`src/hw/rtl/llwa_pkg.sv`:
```
`default_nettype none
package llwa_pkg;

    localparam int MAX_WORKERS = 16;
    localparam int IDX_W       = $clog2(MAX_WORKERS);
    localparam int LOAD_W      = 32;
    localparam int JOB_W       = 16;
    localparam int NUMW_W      = 5;
    localparam int WIDX_OUT_W  = 4;
    localparam int ADDR_W      = 3;
    localparam int APB_W       = 32;
    localparam int IN_DATA_W   = 32;
    localparam int OUT_DATA_W  = 56;

    // register index decoded from paddr[2]
    localparam logic REG_NUM_WORKERS = 1'b0;

    localparam logic [NUMW_W-1:0] NUMW_RESET = NUMW_W'(16);

    typedef enum logic [2:0] {
        S_IDLE = 3'b001,
        S_SCAN = 3'b010,
        S_DONE = 3'b100
    } t_state;

    // search wavefront handed from cell to cell
    typedef struct packed {
        logic              vld;
        logic              have;
        logic [LOAD_W-1:0] load;
        logic [IDX_W-1:0]  idx;
    } t_carry;

    // broadcast load update
    typedef struct packed {
        logic              clr;
        logic              en;
        logic [IDX_W-1:0]  idx;
        logic [LOAD_W-1:0] data;
    } t_wr;

endpackage
`default_nettype wire

```
`src/hw/rtl/llwa_cell.sv`:
```
`default_nettype none
module llwa_cell (
    input  wire                          i_clk,
    input  wire                          i_rst_n,
    input  wire  [llwa_pkg::IDX_W-1:0]   i_idx,
    input  wire                          i_active,
    input  llwa_pkg::t_carry             i_carry,
    input  llwa_pkg::t_wr                i_wr,
    output llwa_pkg::t_carry             o_carry
);

    logic [llwa_pkg::LOAD_W-1:0] r_load, n_load;
    llwa_pkg::t_carry            r_carry, n_carry;
    logic                        w_take;

    // strict less-than keeps the lowest index on a tie
    assign w_take = i_active && (!i_carry.have || (r_load < i_carry.load));

    always_comb begin
        n_load = r_load;
        if (i_wr.clr) begin
            n_load = '0;
        end else if (i_wr.en && (i_wr.idx == i_idx)) begin
            n_load = i_wr.data;
        end
    end

    always_comb begin
        n_carry = i_carry;
        if (w_take) begin
            n_carry.have = 1'b1;
            n_carry.load = r_load;
            n_carry.idx  = i_idx;
        end
    end

    always_ff @(posedge i_clk) begin
        if (!i_rst_n) begin
            r_load  <= '0;
            r_carry <= '0;
        end else begin
            r_load  <= n_load;
            r_carry <= n_carry;
        end
    end

    assign o_carry = r_carry;

endmodule
`default_nettype wire

```
`src/hw/rtl/least_loaded_worker_assign_top.sv`:
```
`default_nettype none
// Channel   Dir  Handshake                 Payload
// s_axis    in   s_axis_tvalid/tready      tdata: job_id, job_size; tuser: start_batch
// m_axis    out  m_axis_tvalid/tready      tdata: out_job_id, worker_index, worker_load
// apb       in   psel/penable/pwrite       paddr, pwdata -> num_workers; prdata readback
//
// Each item passes through an accept, a search that moves one cell per cycle
// along the worker chain, a step that takes the winner off the end of the
// chain, and a write-back.
// The chain holds one cell per worker.
// Synchronous active-low reset zeroes all loads and sets num_workers to 16.
// A result waits in the output register; a stalled m_axis holds the block in
// write-back, and s_axis_tready stays low until the item has been written back.
module least_loaded_worker_assign_top (
    input  wire                               i_clk,
    input  wire                               i_rst_n,
    // [15:0] job_id, [31:16] job_size
    input  wire  [llwa_pkg::IN_DATA_W-1:0]    s_axis_tdata,
    // [0] start_batch
    input  wire                               s_axis_tuser,
    input  wire                               s_axis_tvalid,
    output logic                              s_axis_tready,
    // [15:0] out_job_id, [19:16] worker_index, [51:20] worker_load, [55:52] zero
    output logic [llwa_pkg::OUT_DATA_W-1:0]   m_axis_tdata,
    output logic                              m_axis_tvalid,
    input  wire                               m_axis_tready,
    input  wire                               psel,
    input  wire                               penable,
    input  wire                               pwrite,
    input  wire  [llwa_pkg::ADDR_W-1:0]       paddr,
    input  wire  [llwa_pkg::APB_W-1:0]        pwdata,
    output logic [llwa_pkg::APB_W-1:0]        prdata,
    output logic                              pready
);

    localparam int NW = llwa_pkg::MAX_WORKERS;

    llwa_pkg::t_state                   r_state, n_state;
    logic [llwa_pkg::NUMW_W-1:0]        r_num_workers;
    logic [llwa_pkg::JOB_W-1:0]         r_job_id, n_job_id;
    logic [llwa_pkg::JOB_W-1:0]         r_job_size, n_job_size;
    logic                               r_head_vld, n_head_vld;
    logic [llwa_pkg::IDX_W-1:0]         r_best_idx, n_best_idx;
    logic [llwa_pkg::LOAD_W-1:0]        r_best_load, n_best_load;
    logic                               r_out_vld, n_out_vld;
    logic [llwa_pkg::OUT_DATA_W-1:0]    r_out_data, n_out_data;

    llwa_pkg::t_carry                   w_carry [0:NW];
    llwa_pkg::t_wr                      w_wr;
    logic [NW-1:0]                      w_active;
    logic                               w_in_acc;
    logic                               w_finish;
    logic [llwa_pkg::LOAD_W:0]          w_sum;
    logic [llwa_pkg::LOAD_W-1:0]        w_new_load;
    logic [llwa_pkg::IDX_W+llwa_pkg::WIDX_OUT_W-1:0] w_idx_ext;

    // ---------------- configuration port ----------------
    assign pready = 1'b1;

    always_ff @(posedge i_clk) begin
        if (!i_rst_n) begin
            r_num_workers <= llwa_pkg::NUMW_RESET;
        end else if (psel && penable && pwrite && pready
                     && (paddr[2] == llwa_pkg::REG_NUM_WORKERS)) begin
            r_num_workers <= pwdata[llwa_pkg::NUMW_W-1:0];
        end
    end

    always_comb begin
        prdata = '0;
        if (paddr[2] == llwa_pkg::REG_NUM_WORKERS) begin
            prdata = llwa_pkg::APB_W'(r_num_workers);
        end
    end

    // ---------------- worker chain ----------------
    // Worker 0 always takes part, so a count of zero acts as one; counts above
    // the chain length simply enable every cell.
    assign w_carry[0] = '{vld: r_head_vld, have: 1'b0, load: '0, idx: '0};

    for (genvar g = 0; g < NW; g++) begin : g_cell
        assign w_active[g] = (g == 0) || (32'(g) < 32'(r_num_workers));

        llwa_cell u_cell (
            .i_clk    (i_clk),
            .i_rst_n  (i_rst_n),
            .i_idx    (llwa_pkg::IDX_W'(g)),
            .i_active (w_active[g]),
            .i_carry  (w_carry[g]),
            .i_wr     (w_wr),
            .o_carry  (w_carry[g+1])
        );
    end

    // ---------------- control ----------------
    assign s_axis_tready = (r_state == llwa_pkg::S_IDLE);
    assign w_in_acc      = s_axis_tvalid && s_axis_tready;
    assign w_finish      = (r_state == llwa_pkg::S_DONE) && (!r_out_vld || m_axis_tready);

    // saturating add of the job size onto the winner's load
    assign w_sum      = {1'b0, r_best_load} + (llwa_pkg::LOAD_W+1)'(r_job_size);
    assign w_new_load = w_sum[llwa_pkg::LOAD_W] ? '1 : w_sum[llwa_pkg::LOAD_W-1:0];
    assign w_idx_ext  = {{llwa_pkg::WIDX_OUT_W{1'b0}}, r_best_idx};

    // start_batch clears at the accept edge, before the search begins
    assign w_wr.clr  = w_in_acc && s_axis_tuser;
    assign w_wr.en   = w_finish;
    assign w_wr.idx  = r_best_idx;
    assign w_wr.data = w_new_load;

    always_comb begin
        n_state     = r_state;
        n_job_id    = r_job_id;
        n_job_size  = r_job_size;
        n_head_vld  = 1'b0;
        n_best_idx  = r_best_idx;
        n_best_load = r_best_load;
        n_out_vld   = r_out_vld && !m_axis_tready;
        n_out_data  = r_out_data;
        case (r_state)
            llwa_pkg::S_IDLE: begin
                if (w_in_acc) begin
                    n_job_id   = s_axis_tdata[llwa_pkg::JOB_W-1:0];
                    n_job_size = s_axis_tdata[2*llwa_pkg::JOB_W-1:llwa_pkg::JOB_W];
                    n_head_vld = 1'b1;
                    n_state    = llwa_pkg::S_SCAN;
                end
            end
            llwa_pkg::S_SCAN: begin
                if (w_carry[NW].vld) begin
                    n_best_idx  = w_carry[NW].idx;
                    n_best_load = w_carry[NW].load;
                    n_state     = llwa_pkg::S_DONE;
                end
            end
            llwa_pkg::S_DONE: begin
                if (w_finish) begin
                    n_out_vld  = 1'b1;
                    n_out_data = {4'b0, w_new_load,
                                  w_idx_ext[llwa_pkg::WIDX_OUT_W-1:0], r_job_id};
                    n_state    = llwa_pkg::S_IDLE;
                end
            end
            default: begin
                n_state = llwa_pkg::S_IDLE;
            end
        endcase
    end

    always_ff @(posedge i_clk) begin
        if (!i_rst_n) begin
            r_state    <= llwa_pkg::S_IDLE;
            r_head_vld <= 1'b0;
            r_out_vld  <= 1'b0;
        end else begin
            r_state    <= n_state;
            r_head_vld <= n_head_vld;
            r_out_vld  <= n_out_vld;
        end
    end

    always_ff @(posedge i_clk) begin
        r_job_id    <= n_job_id;
        r_job_size  <= n_job_size;
        r_best_idx  <= n_best_idx;
        r_best_load <= n_best_load;
        r_out_data  <= n_out_data;
    end

    assign m_axis_tvalid = r_out_vld;
    assign m_axis_tdata  = r_out_data;

    // ---------------- assertions ----------------
    // the search front only leaves the chain while a search is running
    a_tail_in_scan: assert property (@(posedge i_clk) disable iff (!i_rst_n)
        w_carry[NW].vld |-> (r_state == llwa_pkg::S_SCAN))
        else $error("search result outside scan");

    // an accepted item launches exactly one search front
    a_head_launch: assert property (@(posedge i_clk) disable iff (!i_rst_n)
        w_in_acc |=> (r_head_vld && (r_state == llwa_pkg::S_SCAN)))
        else $error("search not launched");

    // a delivered load is never below the size of the job just placed
    a_load_ge_size: assert property (@(posedge i_clk) disable iff (!i_rst_n)
        w_finish |=> (r_out_data[51:20] >= llwa_pkg::LOAD_W'(r_job_size)))
        else $error("result load below job size");

endmodule
`default_nettype wire
```
`config.mk`:
```
export PLATFORM = sky130hd
export DESIGN_NAME = least_loaded_worker_assign_top
export DESIGN_NICKNAME = d
export VERILOG_FILES = /design/src/hw/rtl/llwa_pkg.sv /design/src/hw/rtl/llwa_cell.sv /design/src/hw/rtl/least_loaded_worker_assign_top.sv
export SDC_FILE = /design/constraint.sdc
export NUM_CORES = 2
export LEC_CHECK = 0
export ABC_CLOCK_PERIOD_IN_PS = 5780
export BUFFER_PORTS_ARGS = -buffer_cell sky130_fd_sc_hd__clkbuf_2
export CAP_MARGIN = 20
export CORE_ASPECT_RATIO = 1.1
export CORE_MARGIN = 5
export CORE_UTILIZATION = 55
export DETAILED_ROUTE_END_ITERATION = 12
export GPL_TIMING_DRIVEN = 0
export PLACE_DENSITY = 0.72
export REMOVE_ABC_BUFFERS = 1
export SYNTH_ARGS = -nofsm -noshare
export SYNTH_HDL_FRONTEND = slang
export SYNTH_SLANG_ARGS = --single-unit
```
`constraint.sdc`:
```
create_clock -name i_clk -period 5.78 [get_ports i_clk]
set_clock_uncertainty 0.1 [all_clocks]
set_input_delay 0.578 -clock i_clk [delete_from_list [all_inputs] [get_ports i_clk]]
set_output_delay 0.578 -clock i_clk [all_outputs]
set_load 0.005 [all_outputs]
```
==> flow_summary.toml <==
[outcome]
status = "finished clean"

[sta]
setup_tns_ps = 0
clock.fmax_ghz = 0.233
post-route-period-util = 0.741
fin_ws_ps = 1500
hold_violations = 0
setup_viol = 0
worstMarginPinSlew_ps = 1210
slew_headroom = 0.195
whs_ps = 65.4
fin_crit_ps = 4280
report.final.slew_viol_count = 0
rsz0062_at_grt = "false"

[synth]
synth_cell_type_count = 63
async_flop_share = 0
muxShareOfSynthArea = 0.00172
synth-seq-cells = 1234
synth_cells = 6327
yosys.area.top_type = "dfxtp_1"
yosysWarnings = 0
synth_edf_count = 120
synth_simple_gate_area_share = 0.157
synth-compound-area-share = 0.182
yosysMostFrequentCell = "dfxtp_1"
synth_top_area_share = 0.408
synth-xor-area-share = 0.00288
netlist_area_um2 = 54600
synth_ff_type = "dfxtp_1"
synth.area.top_cells = "dfxtp_1 41%, ha_1 11%, edfxtp_1 6.6%"
synth_top_family_by_area = "compound AO/OA/AOI/OAI gates"
synthTopCellsByCount = "1114 x dfxtp_1, 735 x nand2_1, 651 x o21ai_0"
synthAdderAreaFrac = 0.110
syn_area_per_cell_um2 = 8.64
yosysSeqAreaShare = 0.474

[cells_and_area]
antenna_cells = 0
drive_gt1_frac = 0.0730
fin_nets = 6792
area_delta_synth_final_pct = 11.8
stdcell_count = 7630

[worst_setup_path]
cp_max_fo = 139
cp_slowest_cell = "a21oi_4"
crit_required_ps = 6260
critPathBufInv = 7
worstPathArrival_ps = 4760
slowest_delay_ps = 820
crit_type = "in -> reg"
crit_family = "buffers and inverters"
cp-start-kind = "input pin"
critical_path.cell_chain = "clkbuf_8 > buf_16 > clkinv_4 > a21oi_4 > buf_12 > buf_12 > buf_12 > buf_12 > nand2_1 > o31ai_1"
cp-end-kind = "register"
r2r_slack_ps = 1650
worst_path_most_repeated_cell = "buf_12"

[route]
via_count = 42588
drc = 0
wl_um = 121000
drt_iter0_drc = 3067
firstDrtPassIters = 6
antenna_left = 0
viasPerCell = 5.58
routedWlPerCell_um = 15.8

[clocking]
cts_setup_buffers = 0
cts_root_buf = "clkbuf_16"
h-tree-depth = 3
clock-sinks = 1234
cts_buffer_depth = 3
cts_inserted_buffers = 120
cts_tree = "done"
cts.clk_slew.worst_paths_ps = 60
worstSkewPairLatency_ps = 710

[floorplanning]
num_rows = 121
fp.dieH_um = 341
fp.dieArea_um2 = 106000
start_util = 0.553
core_um2 = 98900
ioPinCount = 166
die-width_um = 311

[global_route]
grt_remaining_overflow = 0
grt_pass1_vias = 40213
grt_pass1_wl_um = 200000
grt_max_degree = 166
antenna_found_initial = 0
track_usage = 0.221

[placement]
gp_congestion = 0.873
portBuffers = 104
hpwl_um = 84200
place_ws_ps = 928
place_inst = 7365

[power_and_ir_drop]
power_density_nw_per_um2 = 283
ir_drop_mv = 0.294
leakage_nw = 23.6
power_mw = 17.3

[run]
cap_violations = 0

[hold_path]
hold_path.class = "in -> reg"
## layout by cell type (no fill, tap or decap), types with 12 or more instances in the layout
cell	instances
buf_12	33
buf_4	14
o21ai_0	646
bufinv_16	14
dlygate4sd3_1	35
dfxtp_1	1114
a211oi_1	234
nor2_2	19
buf_6	15
clkbuf_2	103
nand2b_1	21
clkinv_2	23
nor2_1	311
and3_1	25
and2_1	51
nand4_1	105
inv_1	527
nor2b_1	12
ha_1	481
a21o_1	214
nor3_1	21
clkbuf_8	17
clkbuf_1	30
nand2_1	734
or3_1	22
nand3_1	547
conb_1	32
o31ai_1	63
clkbuf_16	121
edfxtp_1	120
a21oi_1	441
nor2_4	12
## flip-flops by register name, indices dropped and copies added (netlist names)
name	cells
g_cell.u_cell.o_carry	592
g_cell.u_cell.r_load	512
m_axis_tdata	52
r_best_load	32
r_job_id	16
r_job_size	16
r_num_workers	5
r_best_idx	4
r_state	3
m_axis_tvalid	1
r_head_vld	1
## worst paths after layout
| path | from | endpoint | cells past startpoint |
|---|---|---|---|
| max | i_rst_n | g_cell[3].u_cell.r_load[30]$_SDFFE_PP0P_ | 10 |
| min | pwdata[1] | r_num_workers[1]$_SDFFE_PN0P_ | 3 |
| max reg2reg | r_job_size[0]$_DFFE_PP_ | m_axis_tdata[24]$_DFFE_PP_ | 10 |
| min reg2reg | g_cell[15].u_cell.o_carry[35]$_SDFF_PN0_ | r_best_load[31]$_DFFE_PP_ | 0 |
## where the power goes
part | switching [mW] | internal, mW | total (mW)
combinational | 0.483 | 0.153 | 0.637
sequential | 0.0214 | 8.68 | 8.70
clock | 3.28 | 4.68 | 7.96
## cell type report
class / instances / area, µm²
well taps: 1291 / 1620
clock inverters: 59 / 697
flip-flops and latches: 1234 / 25900
inverters: 529 / 1990
repair buffers: 222 / 2240
clock buffers: 167 / 3360
fillers: 8176 / 37800
multi-input cells: 4128 / 25300
## per-layer routing
layer | track usage | up-vias | part of all wire
li1 | - | 21584 | -
met1 | 0.283 | 19781 | 0.44
met2 | 0.384 | 986 | 0.48
met3 | 0.0308 | 237 | 0.050
met4 | 0.0763 | 0 | 0.030
met5 | 0 | - | 0
## what timing repair did
item / CTS / global route
hold endpoints to repair: 35 / 0
hold buffers: 35 / 0
resized for setup: 0 / 0
setup endpoints to repair: 0 / 0
## worst min-delay path: stages
cell      delay, ps
clkbuf_2        120
mux2i_1          70
nor2_1           80
## cells by family (layout without fill, tap and decap cells)
family / after synthesis / after routing
other: 2 / 32
buffers and inverters: 995 / 977
adder cells (fa/ha/maj): 482 / 482
flip-flops: 1234 / 1234
AND/OR/NAND/NOR: 1906 / 1906
multiplexers: 9 / 9
AO/OA/AOI/OAI: 1681 / 1681
XOR/XNOR: 18 / 18
## metrics by stage
| stage | util | area [µm²] |
|---|---|---|
| after floorplan | - | 52800 |
| after global placement | 0.556 | 55000 |
| after detailed placement | 0.573 | 56600 |
| after CTS | 0.617 | 61000 |
| after global routing | 0.618 | 61100 |
| final | 0.618 | 61100 |
Power figures use the tool's default switching activity.
